--- src/hdl/obfv_pkg.sv ---
// Shared types, constants and width helpers for the orthonormal basis pipeline.
// No dependencies; every other file of the block imports this package.
package obfv_pkg;

    localparam int FRAC_BITS_DEF = 14;    // default fraction bits of the Q format
    localparam int DATA_W        = 16;    // width of every vector component
    localparam int MAG_BITS      = 16;    // result bits of the reciprocal root search
    localparam int SUM_W         = 32;    // sum of two squares, at most 2^31
    localparam int SQ_W          = 31;    // one square, at most 2^30
    localparam int PROD_W        = 49;    // running (2m-1)*s, magnitude below 2^47
    localparam int CROSS_W       = 33;    // difference of two 16x16 products

    localparam logic signed [DATA_W-1:0] SAT_MAX = 16'sh7fff;
    localparam logic signed [DATA_W-1:0] SAT_MIN = 16'sh8000;

    // Per item context that travels alongside the root search.
    typedef struct packed {
        logic signed [DATA_W-1:0] x;
        logic signed [DATA_W-1:0] y;
        logic signed [DATA_W-1:0] z;
        logic                     sel;     // |x| > |y|: second axis is (-z, 0, x)
        logic                     degen;   // input is the zero vector
        logic                     neg0;    // first numerator is negative
        logic                     neg1;    // second numerator is negative
        logic [SUM_W-1:0]         s;       // sum of squares
    } ctx_t;

    // Width of the signed remainder of the root search. It holds the scaled
    // square c^2 * 4^(FRAC_BITS+1) as well as any trial term below 2^63.
    function automatic int rem_width(input int frac_bits);
        int cw;
        begin
            cw = 2 * frac_bits + 33;
            return ((cw > 63) ? cw : 63) + 2;
        end
    endfunction

endpackage

--- src/hdl/obfv_iter.sv ---
// One stage of the reciprocal square root search: decides one result bit
// for both unit components of the second axis. Depends on obfv_pkg.
module obfv_iter import obfv_pkg::*; #(
    parameter int FRAC_BITS = FRAC_BITS_DEF,
    parameter int BIT_IDX   = MAG_BITS - 1,
    localparam int RW = rem_width(FRAC_BITS)
) (
    input  logic                     aclk,
    input  logic                     aresetn,
    input  logic                     in_valid,
    output logic                     in_ready,
    input  ctx_t                     in_ctx,
    input  logic [1:0][MAG_BITS-1:0] in_m,
    input  logic [1:0][RW-1:0]       in_r,
    input  logic [1:0][PROD_W-1:0]   in_p,
    output logic                     out_valid,
    input  logic                     out_ready,
    output ctx_t                     out_ctx,
    output logic [1:0][MAG_BITS-1:0] out_m,
    output logic [1:0][RW-1:0]       out_r,
    output logic [1:0][PROD_W-1:0]   out_p
);

    localparam logic [MAG_BITS-1:0] BIT_MASK = MAG_BITS'(1) << BIT_IDX;

    logic                     valid_reg;
    ctx_t                     ctx_reg;
    logic [1:0][MAG_BITS-1:0] m_reg;
    logic [1:0][RW-1:0]       r_reg;
    logic [1:0][PROD_W-1:0]   p_reg;
    logic [1:0][MAG_BITS-1:0] m_next;
    logic [1:0][RW-1:0]       r_next;
    logic [1:0][PROD_W-1:0]   p_next;
    logic [RW-1:0]            s_ext;
    logic [PROD_W-1:0]        s_step;

    assign s_ext  = RW'(in_ctx.s);
    assign s_step = PROD_W'(in_ctx.s) << (BIT_IDX + 1);

    for (genvar j = 0; j < 2; j++) begin : g_comp
        logic [RW-1:0] p_ext;
        logic [RW-1:0] delta;
        logic [RW-1:0] trial;
        logic          take;

        // Raising 2m-1 by 2*bit grows (2m-1)^2 * s by 4*bit*p + 4*bit^2*s.
        // Once m has reached its ceiling of 2^15 no further bit is set.
        assign p_ext = {{(RW - PROD_W){in_p[j][PROD_W-1]}}, in_p[j]};
        assign delta = (p_ext << (BIT_IDX + 2)) + (s_ext << (2 * BIT_IDX + 2));
        assign trial = in_r[j] - delta;
        assign take  = !in_m[j][MAG_BITS-1] && !trial[RW-1];

        assign m_next[j] = take ? (in_m[j] | BIT_MASK) : in_m[j];
        assign r_next[j] = take ? trial : in_r[j];
        assign p_next[j] = take ? (in_p[j] + s_step) : in_p[j];
    end

    assign in_ready = !valid_reg || out_ready;

    always_ff @(posedge aclk) begin
        if (!aresetn) begin
            valid_reg <= 1'b0;
        end else if (in_ready) begin
            valid_reg <= in_valid;
        end
        if (in_ready && in_valid) begin
            ctx_reg <= in_ctx;
            m_reg   <= m_next;
            r_reg   <= r_next;
            p_reg   <= p_next;
        end
    end

    assign out_valid = valid_reg;
    assign out_ctx   = ctx_reg;
    assign out_m     = m_reg;
    assign out_r     = r_reg;
    assign out_p     = p_reg;

endmodule

--- config.mk ---
export PLATFORM = sky130hd
export DESIGN_NAME = obfv_iter
export DESIGN_NICKNAME = d
export VERILOG_FILES = /design/src/hdl/obfv_pkg.sv /design/src/hdl/obfv_iter.sv
export SDC_FILE = /design/constraint.sdc
export NUM_CORES = 1
export LEC_CHECK = 0
export ABC_AREA = 1
export ABC_CLOCK_PERIOD_IN_PS = 25200
export BUFFER_PORTS_ARGS = -buffer_cell sky130_fd_sc_hd__clkbuf_2
export CAP_MARGIN = 20
export CORE_AREA = 2 2 267 269
export CTS_CLUSTER_DIAMETER = 120
export DETAILED_ROUTE_END_ITERATION = 10
export DIE_AREA = 0 0 269 271
export SLEW_MARGIN = 10
export SYNTH_ARGS = -nofsm -noshare
export SYNTH_HDL_FRONTEND = slang
export SYNTH_SLANG_ARGS = --single-unit
--- constraint.sdc ---
create_clock -name aclk -period 25.2 [get_ports aclk]
set_clock_uncertainty 0.05 [all_clocks]
set_input_delay 3.78 -clock aclk [delete_from_list [all_inputs] [get_ports aclk]]
set_output_delay 3.78 -clock aclk [all_outputs]
set_load 0.02 [all_outputs]
; ---- After elaboration in Yosys (flattened, before gate mapping)
; Cells that the tools add are included.
; Widths: inputs -> output; s select.
[word_totals]
output_inout_bits = 346
mem_bits_rw = 0
latchBits = 0
rom_bits = 0
elab_cells = 36
memories = 0
in_bits = 348
reg_bits = 345
[classes]
div = 0
n_mux = 4
mul = 0
shift = 0
n_addsub = 6
n_lt_le_gt_ge = 0
reduce_logical = 9
bitwise_logic = 0
n_eq_ne = 0
[ops]
columns = cell, count
row1 = $add 65x64->65, 2
row2 = $mux 65, 2
row3 = $sub 65x65->65, 2
row4 = $add 49x48->49, 2
row5 = $mux 49, 2
row6 = $logic_not 1->1, 5
row7 = $logic_and 1x1->1, 3
row8 = $logic_or 1x1->1, 1

; ---- Depth between registers and ports, before layout
[depth]
depth_word = 5
ltp_mapped = 20
ltp_nobuf = 18

; ---- Worst setup path before layout
; No wires, ideal clock.
[synth_path]
kind = in2reg
from = in in_valid
to = reg ctx_reg (netlist bit out_ctx[0]), enable pin
path_stages = 2
setup_time_ps = 1166
path_buffers = 0
t_required_ps = 23984
slack_ps = 3690
arrival_ps = 20294
cell_sequence = inv_1 -> a21oi_1
[synth_via]
elab_chain_len = 1
[synth_lines]
columns = item, line
row1 = start: declaration, obfv_iter.sv:10  ; input logic in_valid,
row2 = $logic_and 1x1->1, obfv_iter.sv:66  ; if (in_ready && in_valid) begin
row3 = end signal: assignment, obfv_iter.sv:67  ; ctx_reg <= in_ctx;
row4 = end: declaration, obfv_iter.sv:27  ; ctx_t ctx_reg;
; No other way between the ends.
; A chain may end at the register's enable or synchronous reset.

; ---- Worst setup path in the final report
[layout_path]
from = in out_ready
to = out in_ready
[layout_via]
elab_chain_len = 1
[layout_lines]
columns = item, line
row1 = start: declaration, obfv_iter.sv:17  ; input logic out_ready,
row2 = $logic_or 1x1->1, obfv_iter.sv:58  ; assign in_ready = !valid_reg || out_ready;
row3 = end: declaration, obfv_iter.sv:11  ; output logic in_ready,
; No other way between the ends.

==> flow_summary.ini <==
[status]
status = completed

[clock_tree]
clock_sinks = 345
cts.htree.levels = 2
clk_latency_ns = 0.58
cts_buffers = 42
clk_pin_slew_ns = 0.06
root_buffer = clkbuf_16
cts_resized = 0
hold_buffers = 0
cts_tree = built
max-clock-path-buffers = 3
postCtsSetupBuffers = 0

[grt]
antenna_found_initial = 9
grt_use_met3 = 0.0577
busiest_layer = met2
grt_max_degree = 156
met1_usage = 0.435
grt_pass1_wl_um = 178000
grt_pass1_vias = 26100
grt.met2_usage = 0.559
grt_overflow = 0
grt_usage = 0.337

[finish]
area_growth_pct = 19.8
drive_above_1_share = 0.176
nets = 5218
fill_cells = 7259

[sta]
max_slew_margin = 0.267
fin_tns_setup_ns = 0
setup_viol = 0
hold_viol_final = 0
slew_violations = 0
worst_pin_slew_ns = 1.10
final.min_clock_period_ns = 8.05
rsz0062_at_grt = false
min_period_over_period = 0.319
fmax_mhz = 124
final.setup.worst_slack_ns = 17.15

[power_and_ir_drop]
combPwrFrac = 0.419
p_sw_frac = 0.423
powerDensity_nw_per_um2 = 67.0
p_int_mw = 1.31
power.leakage_nw = 18.9
p_switching_uw = 963
seq_power_share = 0.324
clkPwrFrac = 0.257
irDropWorstVdd_mv = 0.0453

[min_path]
min_path_cells = 2
min_to = out_valid
hold_start = out_valid
min_path_type = reg -> reg

[routing]
drtIter0Drc = 2604
routed_wl_um = 126000
num_vias = 28000
route.detailed.drc = 0
viasPerCell = 5.00
ant_nets = 0
dr.pass1.iters = 6
wl_per_cell_um = 22.6

[placed_design]
dp_worst_setup_slack_ns = 16.60
hpwlAfterDp_um = 107000
port_buffers = 693
place_congestion = 1.03

[floorplan]
die_x_um = 269
ioPinCount = 694
coreArea_um2 = 69800
initial_utilization = 0.406
die_h_um = 271
die-area_um2 = 72900
rows = 97

[logic_synthesis]
synth_warnings = 0
syn-cell-area_um2 = 28300
synth_cell_types = 33
yosysSeqAreaShare = 0.365
synthMuxAreaShare = 0
synth_compound_area_frac = 0.0317
synth-seq-cells = 345
synthAdderAreaFrac = 0.130
yosys.area_share.simple = 0.320
synth_top_family_by_area = simple AND/OR/NAND/NOR gates
synthXorXnorAreaFrac = 0.0263
synth.avg_cell_area_um2 = 7.17
syn_inst = 3951
syn_nets = 4555

[run]
cap_viol_max_count = 0

[setup_path]
path_class = in -> out
start_kind = input pin
reg2reg_setup_slack_ns = 22.53
cp_max_fo = 2
reg2reg_depth = 3
rr_startpoint = out_valid
end_kind = output pin
rr_endpoint = out_r[123]
critical_path_required_ns = 21.37
critPathArrivalTime_ns = 4.22
==> cells by family (layout without fill, tap and decap cells) <==
group,Yosys count,in the layout
compound gates,164,164
xor+xnor,85,85
fa+ha+maj,256,256
buf+inv,913,1609
flops,345,345
other cells,0,5
simple gates,2188,2188
==> cell usage after synthesis (all sizes together) <==
library cell / number / area, um2
a21boi: 1 / 7.51
a21o: 12 / 90.1
a21oi: 111 / 556
a31oi: 5 / 31.3
and2: 19 / 119
and3: 5 / 31.3
buf: 44 / 325
clkbuf: 42 / 158
clkinv: 2 / 7.51
dfxtp: 1 / 20.0
edfxtp: 344 / 10300
fa: 66 / 1320
ha: 190 / 2380
inv: 825 / 3100
nand2: 1535 / 5820
nand3: 230 / 1170
nand3b: 6 / 45.0
nand4: 128 / 801
nor2: 226 / 876
nor3: 35 / 175
o21a: 2 / 15.0
o21ai: 19 / 95.1
o21bai: 14 / 105
or2: 4 / 25.0
xnor2: 6 / 52.6
xor2: 79 / 692
==> per-layer routing <==
metal	vias up	wire (um)
li1	13600	-
met1	12900	52100
met2	1192	59300
met3	182	9420
met4	10	5480
met5	-	67
==> critical path, cell delays in order <==
cell and delay [ns]:
clkbuf_2 0.08, inv_1 0.09, nand2_1 0.10, clkbuf_2 0.17
==> worst max-delay path by stage <==
stage                     startpoint         end  cells after the start
final                      out_ready    in_ready                      4
after global placement    in_ctx[29]   out_r[55]                     15
after detailed placement   in_ctx[1]   out_p[97]                     19
after floorplan             in_valid  out_ctx[0]                      2
after CTS                  out_ready    in_ready                      4
after global routing       in_ctx[9]   out_p[76]                     19
==> power by group through the flow <==
stage          Combinational, mW  Sequential, mW  Clock, mW
2_1_floorplan              0.538           0.833          0
3_3_place_gp               0.938           0.748          0
3_5_place_dp               0.937           0.748          0
4_1_cts                    0.942           0.737      0.596
5_1_grt                     1.04           0.741      0.616
6_report                   0.953           0.737      0.585
==> stage by stage <==
| step | hold WS, ns | total power [mW] | std cells | utilization | cell area (um2) |
|---|---|---|---|---|---|
| finish | 0.551 | 2.27 | 5592 | 0.487 | 34000 |
| global route | 0.566 | 2.40 | 5590 | 0.487 | 34000 |
| CTS | 0.540 | 2.28 | 5586 | 0.486 | 33900 |
| detailed placement | 0.526 | 1.68 | 5509 | 0.468 | 32600 |
| global placement | 0.502 | 1.69 | 5509 | 0.468 | 32600 |
| floorplan | 0.679 | 1.37 | 3951 | - | 28300 |
==> registers in the layout, indices dropped and copies added, names as in the netlist <==
name,count
out_ctx,84
out_m,32
out_p,98
out_r,130
out_valid,1
==> area by class of cell <==
cell class                 instances  area [um2]  share of cell area
tap                              940        1180              0.0346
inverter                         827        3100              0.0914
multi-input combinational       2693       14400               0.425
clock inverter                    28         214             0.00630
sequential                       345       10300               0.305
clock buffer                      49        1080              0.0317
antenna                            5        12.5            0.000368
timing repair buffer             705        3580               0.106
==> layout by cell type, fill, tap and decap left out, types with 35 or more instances in the layout <==
master     instances
a21oi_1          108
clkbuf_16         42
clkbuf_2         693
edfxtp_1         344
fa_1              66
ha_1             190
inv_1            821
nand2_1         1512
nand3_1          226
nand4_1          128
nor2_1           215
nor3_1            35
xor2_1            79
(Power assumes the default switching activity.)
