**config.mk**
```make
export PLATFORM = sky130hd
export DESIGN_NAME = obfv_cross
export DESIGN_NICKNAME = d
export VERILOG_FILES = /design/src/hdl/obfv_pkg.sv /design/src/hdl/obfv_cross.sv
export SDC_FILE = /design/constraint.sdc
export NUM_CORES = 2
export LEC_CHECK = 0
export ABC_AREA = 1
export BUFFER_PORTS_ARGS = -buffer_cell sky130_fd_sc_hd__buf_4
export CORE_UTILIZATION = 55
export CTS_CLUSTER_SIZE = 10
export DETAILED_ROUTE_END_ITERATION = 8
export PLACE_DENSITY = 0.72
export SETUP_SLACK_MARGIN = 0.5
export SLEW_MARGIN = 20
export SYNTH_ARGS = -nofsm -noshare
export SYNTH_HDL_FRONTEND = slang
export SYNTH_SLANG_ARGS = --single-unit
```
**constraint.sdc**
```tcl
create_clock -name aclk -period 10.6 [get_ports aclk]
set_input_delay 2.12 -clock aclk [delete_from_list [all_inputs] [get_ports aclk]]
set_output_delay 2.12 -clock aclk [all_outputs]
set_load 0.01 [all_outputs]
```
**src/hdl/obfv_pkg.sv**
```systemverilog
// Shared types, constants and width helpers for the orthonormal basis pipeline.
// No dependencies; every other file of the block imports this package.
package obfv_pkg;

    localparam int FRAC_BITS_DEF = 14;    // default fraction bits of the Q format
    localparam int DATA_W        = 16;    // width of every vector component
    localparam int MAG_BITS      = 16;    // result bits of the reciprocal root search
    localparam int SUM_W         = 32;    // sum of two squares, at most 2^31
    localparam int SQ_W          = 31;    // one square, at most 2^30
    localparam int PROD_W        = 49;    // running (2m-1)*s, magnitude below 2^47
    localparam int CROSS_W       = 33;    // difference of two 16x16 products

    localparam logic signed [DATA_W-1:0] SAT_MAX = 16'sh7fff;
    localparam logic signed [DATA_W-1:0] SAT_MIN = 16'sh8000;

    // Per item context that travels alongside the root search.
    typedef struct packed {
        logic signed [DATA_W-1:0] x;
        logic signed [DATA_W-1:0] y;
        logic signed [DATA_W-1:0] z;
        logic                     sel;     // |x| > |y|: second axis is (-z, 0, x)
        logic                     degen;   // input is the zero vector
        logic                     neg0;    // first numerator is negative
        logic                     neg1;    // second numerator is negative
        logic [SUM_W-1:0]         s;       // sum of squares
    } ctx_t;

    // Width of the signed remainder of the root search. It holds the scaled
    // square c^2 * 4^(FRAC_BITS+1) as well as any trial term below 2^63.
    function automatic int rem_width(input int frac_bits);
        int cw;
        begin
            cw = 2 * frac_bits + 33;
            return ((cw > 63) ? cw : 63) + 2;
        end
    endfunction

endpackage

```
**src/hdl/obfv_cross.sv**
```systemverilog
// Back end of the basis pipeline: signs and saturation of the second axis,
// the cross product and its rounding to Q format. Depends on obfv_pkg.
module obfv_cross import obfv_pkg::*; #(
    parameter int FRAC_BITS = FRAC_BITS_DEF
) (
    input  logic                     aclk,
    input  logic                     aresetn,
    input  logic                     in_valid,
    output logic                     in_ready,
    input  ctx_t                     in_ctx,
    input  logic [1:0][MAG_BITS-1:0] in_m,
    output logic                     out_valid,
    input  logic                     out_ready,
    output logic signed [DATA_W-1:0] out_b2_x,
    output logic signed [DATA_W-1:0] out_b2_y,
    output logic signed [DATA_W-1:0] out_b2_z,
    output logic signed [DATA_W-1:0] out_b3_x,
    output logic signed [DATA_W-1:0] out_b3_y,
    output logic signed [DATA_W-1:0] out_b3_z,
    output logic                     out_degen
);

    localparam int RND_W = CROSS_W + 1;
    localparam logic signed [RND_W-1:0] HALF_LSB = RND_W'(1) << (FRAC_BITS - 1);
    localparam logic signed [RND_W-1:0] RND_MAX  = RND_W'(SAT_MAX);
    localparam logic signed [RND_W-1:0] RND_MIN  = {{(RND_W - DATA_W){1'b1}}, SAT_MIN};

    logic [1:0][DATA_W-1:0]   unit;
    logic                     fa_valid_reg;
    ctx_t                     fa_ctx_reg;
    logic signed [DATA_W-1:0] fa_a_reg;
    logic signed [DATA_W-1:0] fa_b_reg;
    logic signed [DATA_W-1:0] fa_c_reg;
    logic                     fa_ready;
    logic signed [31:0]       yc;
    logic signed [31:0]       zb;
    logic signed [31:0]       za;
    logic signed [31:0]       xc;
    logic signed [31:0]       xb;
    logic signed [31:0]       ya;
    logic                     fb_valid_reg;
    logic                     fb_degen_reg;
    logic signed [DATA_W-1:0] fb_a_reg;
    logic signed [DATA_W-1:0] fb_b_reg;
    logic signed [DATA_W-1:0] fb_c_reg;
    logic [2:0][CROSS_W-1:0]  fb_e_reg;
    logic                     fb_ready;
    logic [2:0][DATA_W-1:0]   rounded;
    logic                     fc_valid_reg;
    logic                     fc_degen_reg;
    logic [2:0][DATA_W-1:0]   fc_b2_reg;
    logic [2:0][DATA_W-1:0]   fc_b3_reg;

    // A negative numerator takes the search result as it is (down to -2^15);
    // a positive one is limited to the largest positive code.
    for (genvar j = 0; j < 2; j++) begin : g_unit
        logic neg;
        assign neg = (j == 0) ? in_ctx.neg0 : in_ctx.neg1;
        assign unit[j] = neg ? (~in_m[j] + MAG_BITS'(1))
                       : (in_m[j][MAG_BITS-1] ? SAT_MAX : in_m[j]);
    end

    assign fb_ready = !fb_valid_reg || (!fc_valid_reg || out_ready);
    assign fa_ready = !fa_valid_reg || fb_ready;
    assign in_ready = fa_ready;

    always_ff @(posedge aclk) begin
        if (!aresetn) begin
            fa_valid_reg <= 1'b0;
        end else if (fa_ready) begin
            fa_valid_reg <= in_valid;
        end
        if (fa_ready && in_valid) begin
            fa_ctx_reg <= in_ctx;
            fa_a_reg   <= in_ctx.sel ? unit[0] : '0;
            fa_b_reg   <= in_ctx.sel ? '0 : unit[0];
            fa_c_reg   <= unit[1];
        end
    end

    assign yc = fa_ctx_reg.y * fa_c_reg;
    assign zb = fa_ctx_reg.z * fa_b_reg;
    assign za = fa_ctx_reg.z * fa_a_reg;
    assign xc = fa_ctx_reg.x * fa_c_reg;
    assign xb = fa_ctx_reg.x * fa_b_reg;
    assign ya = fa_ctx_reg.y * fa_a_reg;

    always_ff @(posedge aclk) begin
        if (!aresetn) begin
            fb_valid_reg <= 1'b0;
        end else if (fb_ready) begin
            fb_valid_reg <= fa_valid_reg;
        end
        if (fb_ready && fa_valid_reg) begin
            fb_degen_reg <= fa_ctx_reg.degen;
            fb_a_reg     <= fa_a_reg;
            fb_b_reg     <= fa_b_reg;
            fb_c_reg     <= fa_c_reg;
            fb_e_reg[0]  <= {yc[31], yc} - {zb[31], zb};
            fb_e_reg[1]  <= {za[31], za} - {xc[31], xc};
            fb_e_reg[2]  <= {xb[31], xb} - {ya[31], ya};
        end
    end

    // Scale by 2^-F rounding half up, then saturate to the component range.
    for (genvar k = 0; k < 3; k++) begin : g_round
        logic signed [RND_W-1:0] biased;
        logic signed [RND_W-1:0] shifted;
        assign biased  = $signed({fb_e_reg[k][CROSS_W-1], fb_e_reg[k]}) + HALF_LSB;
        assign shifted = biased >>> FRAC_BITS;
        assign rounded[k] = (shifted > RND_MAX) ? SAT_MAX
                          : ((shifted < RND_MIN) ? SAT_MIN : shifted[DATA_W-1:0]);
    end

    always_ff @(posedge aclk) begin
        if (!aresetn) begin
            fc_valid_reg <= 1'b0;
        end else if (!fc_valid_reg || out_ready) begin
            fc_valid_reg <= fb_valid_reg;
        end
        if ((!fc_valid_reg || out_ready) && fb_valid_reg) begin
            fc_degen_reg <= fb_degen_reg;
            fc_b2_reg[0] <= fb_degen_reg ? '0 : fb_a_reg;
            fc_b2_reg[1] <= fb_degen_reg ? '0 : fb_b_reg;
            fc_b2_reg[2] <= fb_degen_reg ? '0 : fb_c_reg;
            fc_b3_reg    <= fb_degen_reg ? '0 : rounded;
        end
    end

    assign out_valid = fc_valid_reg;
    assign out_degen = fc_degen_reg;
    assign out_b2_x  = fc_b2_reg[0];
    assign out_b2_y  = fc_b2_reg[1];
    assign out_b2_z  = fc_b2_reg[2];
    assign out_b3_x  = fc_b3_reg[0];
    assign out_b3_y  = fc_b3_reg[1];
    assign out_b3_z  = fc_b3_reg[2];

endmodule

```
# == Word level (Yosys, flattened, before mapping) ==
# Cells that the tools add are included.
# op_classes
addsub,8
mul,6
order_cmp,6
n_mux,10
n_bitwise,2
reduce_logical,12
# ops
cell,n
$mul 16x16->32,6
$add 33x15->34 const B,3
$sub 32x32->33,3
$mux 16,5
$mux 15,5
$gt 20x16->1 const B,3
$lt 20x16->1 const B,3
$add 16x1->16 const B,2
$not 16->16,2
$reduce_or 2->1,3
$logic_and 1x1->1,3
$logic_not 1->1,3
$logic_or 1x1->1,3
# totals
register_bits,345
inputBits,120
output_inout_bits,99
wordCells,71

# == Depth between registers and ports, before layout ==
# depth
ltp_word,5
mapped_depth,32
ltp_nobuf,31

# == Least setup slack after synthesis ==
# Ideal clock, no wire load.
# synth_path
path_kind,input port to flip-flop
startpoint,input out_ready
endpoint,"register fc_b2_reg, in the netlist out_b2_x[0], enable pin"
setup_ns,0.584
t_arrival_ns,6.818
setup_slack_ns,3.197
stages,2
cell_sequence,inv_1 > a21oi_1
# synth_between
elab_chain_len,2
# synth_rtl
element,line_no,text
from (decl),obfv_cross.sv:13,"input logic out_ready,"
$logic_or 1x1->1,obfv_cross.sv:121,if ((!fc_valid_reg || out_ready) && fb_valid_reg) begin
$logic_and 1x1->1,obfv_cross.sv:121,
to (decl),obfv_cross.sv:51,logic [2:0][DATA_W-1:0] fc_b2_reg;
# Every way passes these cells.
# A chain may end at the register's enable or synchronous reset.

# == Final worst setup path ==
# layout_path
startpoint,register fa_c_reg[15]
endpoint,"register fb_e_reg[20] in the netlist's numbering, data pin"
# layout_between
elab_chain_len,2
# layout_rtl
element,line_no,text
from (decl),obfv_cross.sv:33,logic signed [DATA_W-1:0] fa_c_reg;
from (signal assigned),obfv_cross.sv:77,fa_c_reg <= unit[1];
$mul 16x16->32,obfv_cross.sv:81,assign yc = fa_ctx_reg.y * fa_c_reg;
$sub 32x32->33,obfv_cross.sv:99,"fb_e_reg[0] <= {yc[31], yc} - {zb[31], zb};"
to (decl),obfv_cross.sv:46,logic [2:0][CROSS_W-1:0] fb_e_reg;
# Every way passes these cells.

==> metrics.yaml <==
synth_area_um2: 76100
place_hpwl_mm: 167
synth_cell_types: 50
dr.pass1.iters: 6
cts.sinks: 306
io_pins: 219
critPathKind: "flop to flop"
drt.antenna.violating_nets: 0
grt_max_degree: 71
ys.warnings.count: 0
chipWidth_um: 374
via_count: 56196
cp-end-kind: "flop"
crit_buf_inv: 7
drc: 0
busiest_layer: "met2"
path_clk_slew_ps: 60
crit_required_ps: 11020
cts_setup_buffers: 0
largest_reg_flops: 60
port-buffer-count: 186
routed_wl_mm: 207
setup-tns-final_ps: 0
path_common_cell: "fa_1"
cts_root_buffer: "clkbuf_16"
max_slew.worst_pin.slew_ps: 1210
critPathMaxStageDelay_ps: 960
cts_buffers: 40
cts_hold_buf: 0
met3_usage_pct: 5.92
area_growth_pct: 6.06
crit_family: "adder cells"
htreeDepth: 2
fin_nets: 11264
fmax_mhz: 118
hold_viol_final: 0
cts_tree: "done"
grtUsageMet2_pct: 51.1
core_um2: 137000
min_path_type: "flop to flop"
cts_buffer_depth: 3
synth_ff_type: "edfxtp_1"
ys_seq_area_share_pct: 12.0
maxSlewHeadroom_pct: 19.5
grt_overflow: 0
vias_per_cell: 5.25
rsz0062_at_grt: "false"
synth_edf_count: 303
synth_nets: 11233
syn_area_per_cell_um2: 8.58
crit_chain: "inv_1, buf_4, or2_2, fa_1, inv_1, fa_1, inv_1, fa_1, inv_1, fa_1, fa_1, fa_1, fa_1, inv_1, fa_1, inv_1, ha_1, nand2_1, nor4_1, a21oi_1, o21ai_0, xor2_1"
grt_pass1_vias: 61458
antenna_found_initial: 7
postSynthCellCount: 8870
netlist_top_cells_area: "fa_1, inv_1, edfxtp_1"
use_met1_pct: 40.2
synth_seq_cells: 306
clock_skew_ps: 64.2
clock_latency_ps: 650
setup_viol: 0
dieArea_um2: 140000
die_h_um: 374
maxCapViolations: 0
cp-start-kind: "flop"
critical_path.slowest_cell: "edfxtp_1"
status: "finished, final reports clean"
path_depth: 22
yosys-top-cells-count: "inv_1, nand2_1, fa_1"
worstPathArrival_ps: 8880
crit_fanout: 33
gp_congestion: 0.929
yosysMostFrequentCell: "inv_1"
synthArstFlopShare_pct: 0
start_util_pct: 55.4
slew_violations: 0
period_share_pct: 79.8
period_needed_ps: 8460
cts_resized: 0
wl_per_cell_um: 19.4
whs_path_depth: 0
grt_usage_pct: 31.1
yosys.area.top_type: "fa_1"
reg2reg_depth: 22
drive_above_1_share_pct: 4.97
grt_pass1_wl_mm: 335
yosysTopAreaCellShare_pct: 46.5
drt_iter0_drc: 4604
row_count: 136
==> cells in the final DEF, fill, tap and decap left out, drive strengths merged, types with 10 or more instances in the layout <==
| master | count |
|---|---|
| nand3b | 24 |
| nand2 | 1923 |
| nand4 | 28 |
| or2 | 48 |
| xor2 | 90 |
| a21oi | 115 |
| xnor2 | 40 |
| a21o | 16 |
| clkbuf | 43 |
| fa | 1767 |
| o21ai | 128 |
| nand3 | 107 |
| clkinv | 10 |
| buf | 303 |
| o21bai | 17 |
| nor4 | 11 |
| inv | 3037 |
| nor3 | 36 |
| ha | 476 |
| edfxtp | 303 |
| nor2 | 338 |
| a31oi | 12 |
==> worst paths after layout <==
path                  end           start  slack (ps)
min          fb_degen_reg  fa_ctx_reg[34]         420
min reg2reg  fb_degen_reg  fa_ctx_reg[34]         420
max          fb_e_reg[20]    fa_c_reg[15]        2140
max reg2reg  fb_e_reg[20]    fa_c_reg[15]        2140
==> stage by stage <==
| step | hold slack, ps | util [%] | worst slack, ps | std cells | cell area (µm²) |
|---|---|---|---|---|---|
| after global routing | 426 | 58.8 | 1880 | 10713 | 80700 |
| after CTS | 423 | 58.8 | 2300 | 10707 | 80700 |
| after global placement | 404 | 57.8 | 2210 | 10648 | 79400 |
| after detailed placement | 409 | 57.8 | 2390 | 10650 | 79400 |
| after floorplan | 400 | - | 3200 | 8870 | 76100 |
| final | 421 | 58.8 | 2140 | 10714 | 80700 |
==> metal layers <==
| metal | routed length (µm) | share of wire, % | vias up |
|---|---|---|---|
| met5 | 24 | 0.012 | - |
| met2 | 98100 | 47 | 2471 |
| met3 | 19200 | 9.2 | 572 |
| met1 | 79600 | 38 | 28363 |
| met4 | 10500 | 5.1 | 4 |
| li1 | - | - | 24786 |
==> final cells by class <==
class	count	area, µm²
clock inverter	14	225
tap	1794	2240
timing repair buffer	303	2320
clock buffer	43	1010
fill	11898	56600
inverter	3037	11400
antenna	4	10.0
sequential	306	9160
multi-input combinational	5213	54400
==> kinds of logic after synthesis <==
group	synth area share (%)
AOI/OAI and AO/OA	2.35
muxes	0.0131
buffers and inverters	16.6
and+or+nand+nor	13.2
xor gates and xnor gates	1.50
DFF	12.0
adders and majority gates	54.3
==> worst reg2reg max path, stage by stage (launching register included) <==
cell	delay (ps)
edfxtp_1	960
inv_1	120
buf_4	340
or2_2	390
fa_1	540
inv_1	50
fa_1	490
inv_1	50
fa_1	470
inv_1	50
fa_1	480
fa_1	610
fa_1	440
fa_1	500
inv_1	60
fa_1	480
inv_1	40
ha_1	370
nand2_1	140
nor4_1	740
a21oi_1	300
o21ai_0	250
xor2_1	350
Power is not shown: default switching activity piles up to over one toggle a cycle in this logic, so the estimate is an artifact.
