[src/hdl/obfv_pkg.sv]
// Shared types, constants and width helpers for the orthonormal basis pipeline.
// No dependencies; every other file of the block imports this package.
package obfv_pkg;

    localparam int FRAC_BITS_DEF = 14;    // default fraction bits of the Q format
    localparam int DATA_W        = 16;    // width of every vector component
    localparam int MAG_BITS      = 16;    // result bits of the reciprocal root search
    localparam int SUM_W         = 32;    // sum of two squares, at most 2^31
    localparam int SQ_W          = 31;    // one square, at most 2^30
    localparam int PROD_W        = 49;    // running (2m-1)*s, magnitude below 2^47
    localparam int CROSS_W       = 33;    // difference of two 16x16 products

    localparam logic signed [DATA_W-1:0] SAT_MAX = 16'sh7fff;
    localparam logic signed [DATA_W-1:0] SAT_MIN = 16'sh8000;

    // Per item context that travels alongside the root search.
    typedef struct packed {
        logic signed [DATA_W-1:0] x;
        logic signed [DATA_W-1:0] y;
        logic signed [DATA_W-1:0] z;
        logic                     sel;     // |x| > |y|: second axis is (-z, 0, x)
        logic                     degen;   // input is the zero vector
        logic                     neg0;    // first numerator is negative
        logic                     neg1;    // second numerator is negative
        logic [SUM_W-1:0]         s;       // sum of squares
    } ctx_t;

    // Width of the signed remainder of the root search. It holds the scaled
    // square c^2 * 4^(FRAC_BITS+1) as well as any trial term below 2^63.
    function automatic int rem_width(input int frac_bits);
        int cw;
        begin
            cw = 2 * frac_bits + 33;
            return ((cw > 63) ? cw : 63) + 2;
        end
    endfunction

endpackage

[src/hdl/obfv_front.sv]
// Front end of the basis pipeline: axis choice, squares, their sum and the
// start values of the reciprocal root search. Depends on obfv_pkg.
module obfv_front import obfv_pkg::*; #(
    parameter int FRAC_BITS = FRAC_BITS_DEF,
    localparam int RW = rem_width(FRAC_BITS)
) (
    input  logic                     aclk,
    input  logic                     aresetn,
    input  logic                     in_valid,
    output logic                     in_ready,
    input  logic signed [DATA_W-1:0] in_x,
    input  logic signed [DATA_W-1:0] in_y,
    input  logic signed [DATA_W-1:0] in_z,
    output logic                     out_valid,
    input  logic                     out_ready,
    output ctx_t                     out_ctx,
    output logic [1:0][MAG_BITS-1:0] out_m,
    output logic [1:0][RW-1:0]       out_r,
    output logic [1:0][PROD_W-1:0]   out_p
);

    localparam int C_SHIFT = 2 * FRAC_BITS + 2;

    logic [DATA_W:0]          ax;
    logic [DATA_W:0]          ay;
    logic                     sel;
    logic signed [DATA_W-1:0] pick;
    logic signed [31:0]       sq_pick;
    logic signed [31:0]       sq_z;
    ctx_t                     st0_ctx_next;
    logic                     st0_valid_reg;
    ctx_t                     st0_ctx_reg;
    logic [SQ_W-1:0]          st0_sqa_reg;
    logic [SQ_W-1:0]          st0_sqz_reg;
    logic                     st0_ready;
    logic [SUM_W-1:0]         s_sum;
    ctx_t                     st1_ctx_next;
    logic [RW-1:0]            r0_next;
    logic [RW-1:0]            r1_next;
    logic [PROD_W-1:0]        p_next;
    logic                     st1_valid_reg;
    ctx_t                     st1_ctx_reg;
    logic [1:0][RW-1:0]       st1_r_reg;
    logic [1:0][PROD_W-1:0]   st1_p_reg;
    logic                     st1_ready;

    // Magnitudes one bit wider so that the most negative value is exact.
    assign ax = in_x[DATA_W-1] ? (~{1'b1, in_x} + 17'd1) : {1'b0, in_x};
    assign ay = in_y[DATA_W-1] ? (~{1'b1, in_y} + 17'd1) : {1'b0, in_y};
    assign sel  = ax > ay;
    assign pick = sel ? in_x : in_y;
    assign sq_pick = pick * pick;
    assign sq_z    = in_z * in_z;

    always_comb begin
        st0_ctx_next.x     = in_x;
        st0_ctx_next.y     = in_y;
        st0_ctx_next.z     = in_z;
        st0_ctx_next.sel   = sel;
        st0_ctx_next.degen = (in_x == '0) && (in_y == '0) && (in_z == '0);
        // The first numerator is -z or z, the second x or -y.
        st0_ctx_next.neg0  = sel ? (!in_z[DATA_W-1] && (in_z != '0)) : in_z[DATA_W-1];
        st0_ctx_next.neg1  = sel ? in_x[DATA_W-1] : (!in_y[DATA_W-1] && (in_y != '0));
        st0_ctx_next.s     = '0;
    end

    assign st1_ready = !st1_valid_reg || out_ready;
    assign st0_ready = !st0_valid_reg || st1_ready;
    assign in_ready  = st0_ready;

    always_ff @(posedge aclk) begin
        if (!aresetn) begin
            st0_valid_reg <= 1'b0;
        end else if (st0_ready) begin
            st0_valid_reg <= in_valid;
        end
        if (st0_ready && in_valid) begin
            st0_ctx_reg <= st0_ctx_next;
            st0_sqa_reg <= sq_pick[SQ_W-1:0];
            st0_sqz_reg <= sq_z[SQ_W-1:0];
        end
    end

    // The search keeps r = c^2 * 4^(F+1) - (2m-1)^2 * s and p = (2m-1) * s,
    // starting from m = 0.
    assign s_sum   = SUM_W'(st0_sqa_reg) + SUM_W'(st0_sqz_reg);
    assign r0_next = (RW'(st0_sqz_reg) << C_SHIFT) - RW'(s_sum);
    assign r1_next = (RW'(st0_sqa_reg) << C_SHIFT) - RW'(s_sum);
    assign p_next  = PROD_W'(0) - PROD_W'(s_sum);

    always_comb begin
        st1_ctx_next   = st0_ctx_reg;
        st1_ctx_next.s = s_sum;
    end

    always_ff @(posedge aclk) begin
        if (!aresetn) begin
            st1_valid_reg <= 1'b0;
        end else if (st1_ready) begin
            st1_valid_reg <= st0_valid_reg;
        end
        if (st1_ready && st0_valid_reg) begin
            st1_ctx_reg  <= st1_ctx_next;
            st1_r_reg[0] <= r0_next;
            st1_r_reg[1] <= r1_next;
            st1_p_reg[0] <= p_next;
            st1_p_reg[1] <= p_next;
        end
    end

    assign out_valid = st1_valid_reg;
    assign out_ctx   = st1_ctx_reg;
    assign out_m     = '0;
    assign out_r     = st1_r_reg;
    assign out_p     = st1_p_reg;

endmodule

[config.mk]
export PLATFORM = sky130hd
export DESIGN_NAME = obfv_front
export DESIGN_NICKNAME = d
export VERILOG_FILES = /design/src/hdl/obfv_pkg.sv /design/src/hdl/obfv_front.sv
export SDC_FILE = /design/constraint.sdc
export NUM_CORES = 2
export LEC_CHECK = 0
export ABC_AREA = 1
export BUFFER_PORTS_ARGS = -buffer_cell sky130_fd_sc_hd__buf_2
export CAP_MARGIN = 20
export CORE_AREA = 2 2 343 209
export DETAILED_ROUTE_END_ITERATION = 10
export DIE_AREA = 0 0 345 211
export HOLD_SLACK_MARGIN = 0.06
export PLACE_DENSITY_LB_ADDON = 0.1
export SLEW_MARGIN = 20
export SYNTH_ARGS = -nofsm -noshare
export SYNTH_HDL_FRONTEND = slang
export SYNTH_SLANG_ARGS = --single-unit
[constraint.sdc]
create_clock -name aclk -period 11.9 [get_ports aclk]
set_input_delay 0 -clock aclk [delete_from_list [all_inputs] [get_ports aclk]]
set_output_delay 0 -clock aclk [all_outputs]
set_load 0.01 [all_outputs]
-- Yosys cells after proc, flatten, opt, wreduce, memory -nomap -nowiden
Cells that the tools add are included.
- bits of input ports: 52
- memory bits (writable): 0
- memories: 0
- latch bits: 0
- ROM bits: 0
- register bits: 379
- bitwise gates (word level): 2
- reduce and logical (&&, ||, !) cells: 17
- divide/modulo/power cells: 0
- multiply operators: 2
- magnitude comparators: 1
- muxes and demuxes: 5
- shift operators: 0
- $add $sub $neg: 6
- equal/unequal tests: 0
- operators by type and width (cell ; number):
    subtractor 61 x 32 -> 62 bit ; 2
    multiplier 16 x 16 -> 31 bit ; 2
    logical NOT 16 bit ; 3
    adder 17 x 1 -> 17 bit, second input constant ; 2
    2-to-1 mux 17 bit ; 2
    NOT 17 bit ; 2
    subtractor 1 x 32 -> 33 bit, first input constant ; 1
    adder 31 x 31 -> 32 bit ; 1
    nonzero test 16 bit ; 2
    > comparator 17 bit ; 1
    2-to-1 mux 16 bit ; 1
    logical AND 1 bit ; 6
    logical NOT 1 bit ; 4
    logical OR 1 bit ; 2
    2-to-1 mux 1 bit ; 2

-- Depth between registers and ports, before layout
- depth after elaboration: 6
- mapped depth: 49

-- Least setup slack after synthesis
Ideal clock, no wire load.
- path kind: register to register
- start point: register st1_valid_reg (netlist: out_valid)
- end point: register st1_ctx_reg, in the netlist out_ctx[0], enable pin
- required time: 11121 ps
- cell stages (with the launch flop): 2
- slack: 2083 ps
- setup time: 779 ps
- arrival: 9038 ps
- period minus slack after synthesis: 9817 ps
- cells stage by stage: dfxtp_1 -> a21oi_1
- cells in the longest elaborated chain, start to end: 3
- RTL lines (element ; line ; text):
    start, declared ; obfv_front.sv:41 ; logic st1_valid_reg;
    start signal, assigned ; obfv_front.sv:100 ; st1_valid_reg <= st0_valid_reg;
    logical NOT 1 bit ; obfv_front.sv:67 ; assign st1_ready = !st1_valid_reg || out_ready;
    logical OR 1 bit ; obfv_front.sv:67 ;
    logical AND 1 bit ; obfv_front.sv:102 ; if (st1_ready && st0_valid_reg) begin
    end signal, assigned ; obfv_front.sv:103 ; st1_ctx_reg <= st1_ctx_next;
    end, declared ; obfv_front.sv:42 ; ctx_t st1_ctx_reg;
No other way between the ends.
A chain may end at the register's enable or synchronous reset.

-- Final worst setup path
- start point: input in_x[0]
- end point: register st0_sqa_reg[29] (data pin)
- cells in the longest elaborated chain, start to end: 6
- RTL lines (element ; line ; text):
    start, declared ; obfv_front.sv:11 ; input logic signed [DATA_W-1:0] in_x,
    NOT 17 bit ; obfv_front.sv:48 ; assign ax = in_x[DATA_W-1] ? (~{1'b1, in_x} + 17'd1) : {1'b0, in_x};
    adder 17 x 1 -> 17 bit ; obfv_front.sv:48 ;
    2-to-1 mux 17 bit ; obfv_front.sv:48 ;
    > comparator 17 bit ; obfv_front.sv:50 ; assign sel = ax > ay;
    2-to-1 mux 16 bit (*) ; obfv_front.sv:51 ; assign pick = sel ? in_x : in_y;
    multiplier 16 x 16 -> 31 bit (*) ; obfv_front.sv:52 ; assign sq_pick = pick * pick;
    via sq_pick[29] ; obfv_front.sv:28 ; logic signed [31:0] sq_pick;
    end signal, assigned ; obfv_front.sv:79 ; st0_sqa_reg <= sq_pick[SQ_W-1:0];
    end, declared ; obfv_front.sv:33 ; logic [SQ_W-1:0] st0_sqa_reg;
Mark *: on every way through the listed nets, which the timed path passes. The rest lies on a longest branch.

==> run metrics <==
Core Area 69,400 um2; RSZ-0062 raised after global routing no; Synth async-reset ratio 0%; Synth Register Bits 293; chip width 345 um; crit share post-route 88.5%; Hold Crit Class in2reg; CP endpoint kind flip-flop; post-route ant nets 0; Critical Path Slowest Stage Cell o21ai_1; critical path arrival 10.91 ns; setup TNS 0 ns; CTS root buffer clkbuf_16; CP Launch Type input port; Vias 26,500; top-level I/O count 398; fin. max-slew vios 0; Die Area 72,800 um2; Syn Std Cell Area 34,700 um2; nets 5,000; Max Clock Skew 0.0192 ns; most common cell after layout, fill and taps aside inv_1; status finished, final reports clean; PostCTS Resize Cnt 0; Initial Utilization 49.9%; f_max 95.0 MHz; CTS max path bufs 3; most frequent cells in the layout 955 x inv_1, 816 x nand2_1, 462 x fa_1, 365 x buf_2, 311 x nor2_1; Setup CP Type in2reg; FF-to-FF End out_r[117]; FF-to-FF path depth 15; worst-path fanout max 32; CTS tree yes; max-cap violations 0; grt ovf 0; # DRC 0; Reg2Reg Setup Slack 7.20 ns; Largest register FFs 93; wire per inst 19.8 um; Synth Flop Type edfxtp_1; Distinct cells, synth 51; gpl congestion 1.02; slew margin rel. 31.0%; clock slew at reported path FFs 0.06 ns; # setup viols final 0; global-route wire length before repair 157,000 um; reg2reg start st0_sqa_reg[25]; largest net degree at the start of global routing 70; Final Critical Period 10.53 ns; initial antenna violation count 1; Seq/Total Area, Yosys 25.3%; Detailed Place HPWL 87,700 um; PortBufs 365; cell count after synthesis 3,987; layout cells sized above 1 12.7%; vias in the first global route 25,300; Worst path max stage delay 0.83 ns; row cnt 75; die height 211 um; Via density 5.09; Clock Sinks 293; Syn Area/Cell 8.70 um2; total global-route track usage 29.0%; number of synthesized flops with an enable pin 291; Pre-antenna DRT Iters 6; cell depth of the worst hold path 2; Num CTS Buffers 31; Hold Path Sink st0_ctx_reg[77]; DRT Wirelength 103,000 um; min-delay src in_x[9]; Req. time, crit path 12.28 ns; Layout Area Growth over Synthesis 9.88%; H-tree depth 1; Worst Tran Pin Value 1.02 ns; final hold violations 0; Ys Warns 0; clk_lat worst skew 0.64 ns; initial drt markers 2,851
## cell families after synthesis
group                      after synthesis  synth area share, %
AOI/OAI and AO/OA                      175                 2.72
xor gates and xnor gates               146                 3.69
adders and majority gates              680                 34.5
buffers and inverters                 1195                 14.8
DFF                                    293                 25.3
other                                    2               0.0217
and+or+nand+nor                       1496                 18.9
## synth_stat cells (2+ instances only)
cell type / n / area share [%]
inv_1: 956 / 10
nand2_1: 816 / 8.8
fa_1: 462 / 27
nor2_1: 311 / 3.4
edfxtp_1: 291 / 25
ha_1: 218 / 7.9
buf_4: 165 / 3.6
nand3_1: 126 / 1.8
xor2_1: 100 / 2.5
a21oi_1: 96 / 1.4
nand4_1: 64 / 1.2
o21ai_0: 50 / 0.72
nor3_1: 46 / 0.66
xnor2_1: 46 / 1.2
clkbuf_1: 40 / 0.43
nand2_2: 28 / 0.51
nand3b_1: 24 / 0.52
nor2_2: 21 / 0.38
inv_2: 17 / 0.18
nor4_1: 15 / 0.27
buf_2: 8 / 0.12
nand2_4: 7 / 0.23
nand3_2: 7 / 0.20
nor2_4: 7 / 0.23
o21bai_1: 7 / 0.15
or2_2: 7 / 0.13
o21ai_1: 5 / 0.072
buf_1: 4 / 0.043
nor2_8: 4 / 0.23
a31oi_1: 3 / 0.054
and2_1: 3 / 0.054
clkinv_1: 3 / 0.032
nand3_4: 3 / 0.15
o21ai_2: 3 / 0.076
a21boi_0: 2 / 0.043
and3_1: 2 / 0.036
buf_6: 2 / 0.065
conb_1: 2 / 0.022
dfxtp_1: 2 / 0.12
nand4_2: 2 / 0.072
o21a_1: 2 / 0.043
## worst max path at each step
stage | start | to | cells past startpoint
after floorplan | out_valid | out_ctx[0] | 1
after global placement | in_x[0] | st0_sqa_reg[29] | 42
after detailed placement | in_x[0] | st0_sqa_reg[29] | 42
after CTS | in_x[0] | st0_sqa_reg[29] | 43
after global routing | in_x[0] | st0_sqa_reg[29] | 43
final | in_x[0] | st0_sqa_reg[29] | 43
## critical path, delay by kind of cell
family | cells | cell delay [ns]
AO/OA/AOI/OAI | 2 | 0.90
XOR/XNOR | 2 | 0.21
adder cells (fa/ha/maj) | 9 | 3.87
buffers and inverters | 9 | 1.93
AND/OR/NAND/NOR | 21 | 3.97
## cell type report
type	instances	area (um2)
inverter	976	3670
tap	924	1160
timing repair buffer	435	2480
sequential	293	8780
fill	6564	31300
clock buffer	34	807
multi-input combinational	2531	20900
clock inverter	23	309
antenna	2	5.00
## layer usage
layer | vias up | part of all wire (%) | wire [um] | track usage, %
li1 | 12500 | - | - | -
met1 | 12800 | 49 | 50800 | 47.7
met2 | 1222 | 37 | 37800 | 36.9
met3 | 71 | 13 | 13000 | 9.04
met4 | 2 | 1.5 | 1530 | 4.05
met5 | - | 0.019 | 20 | 0
## metrics by stage
step	setup WS (ns)	area, um2	util, %	std cells	hold WS [ns]
4_1_cts	1.60	38100	54.9	5216	0.0667
3_5_place_dp	1.55	36500	52.5	5107	0.212
6_report	1.37	38100	54.9	5218	0.150
5_1_grt	0.377	38100	54.9	5216	0.121
3_3_place_gp	1.79	36500	52.5	5107	0.208
2_1_floorplan	2.08	34800	-	4019	0.0989
## repair_timing
item,4_1_cts,5_1_grt
hold endpoints to repair,82,0
hold buffers,52,0
setup buffers,0,0
Power is left out: the tool's default activity adds up to more than one toggle a clock period on the data nets, which glitch-free logic cannot reach.
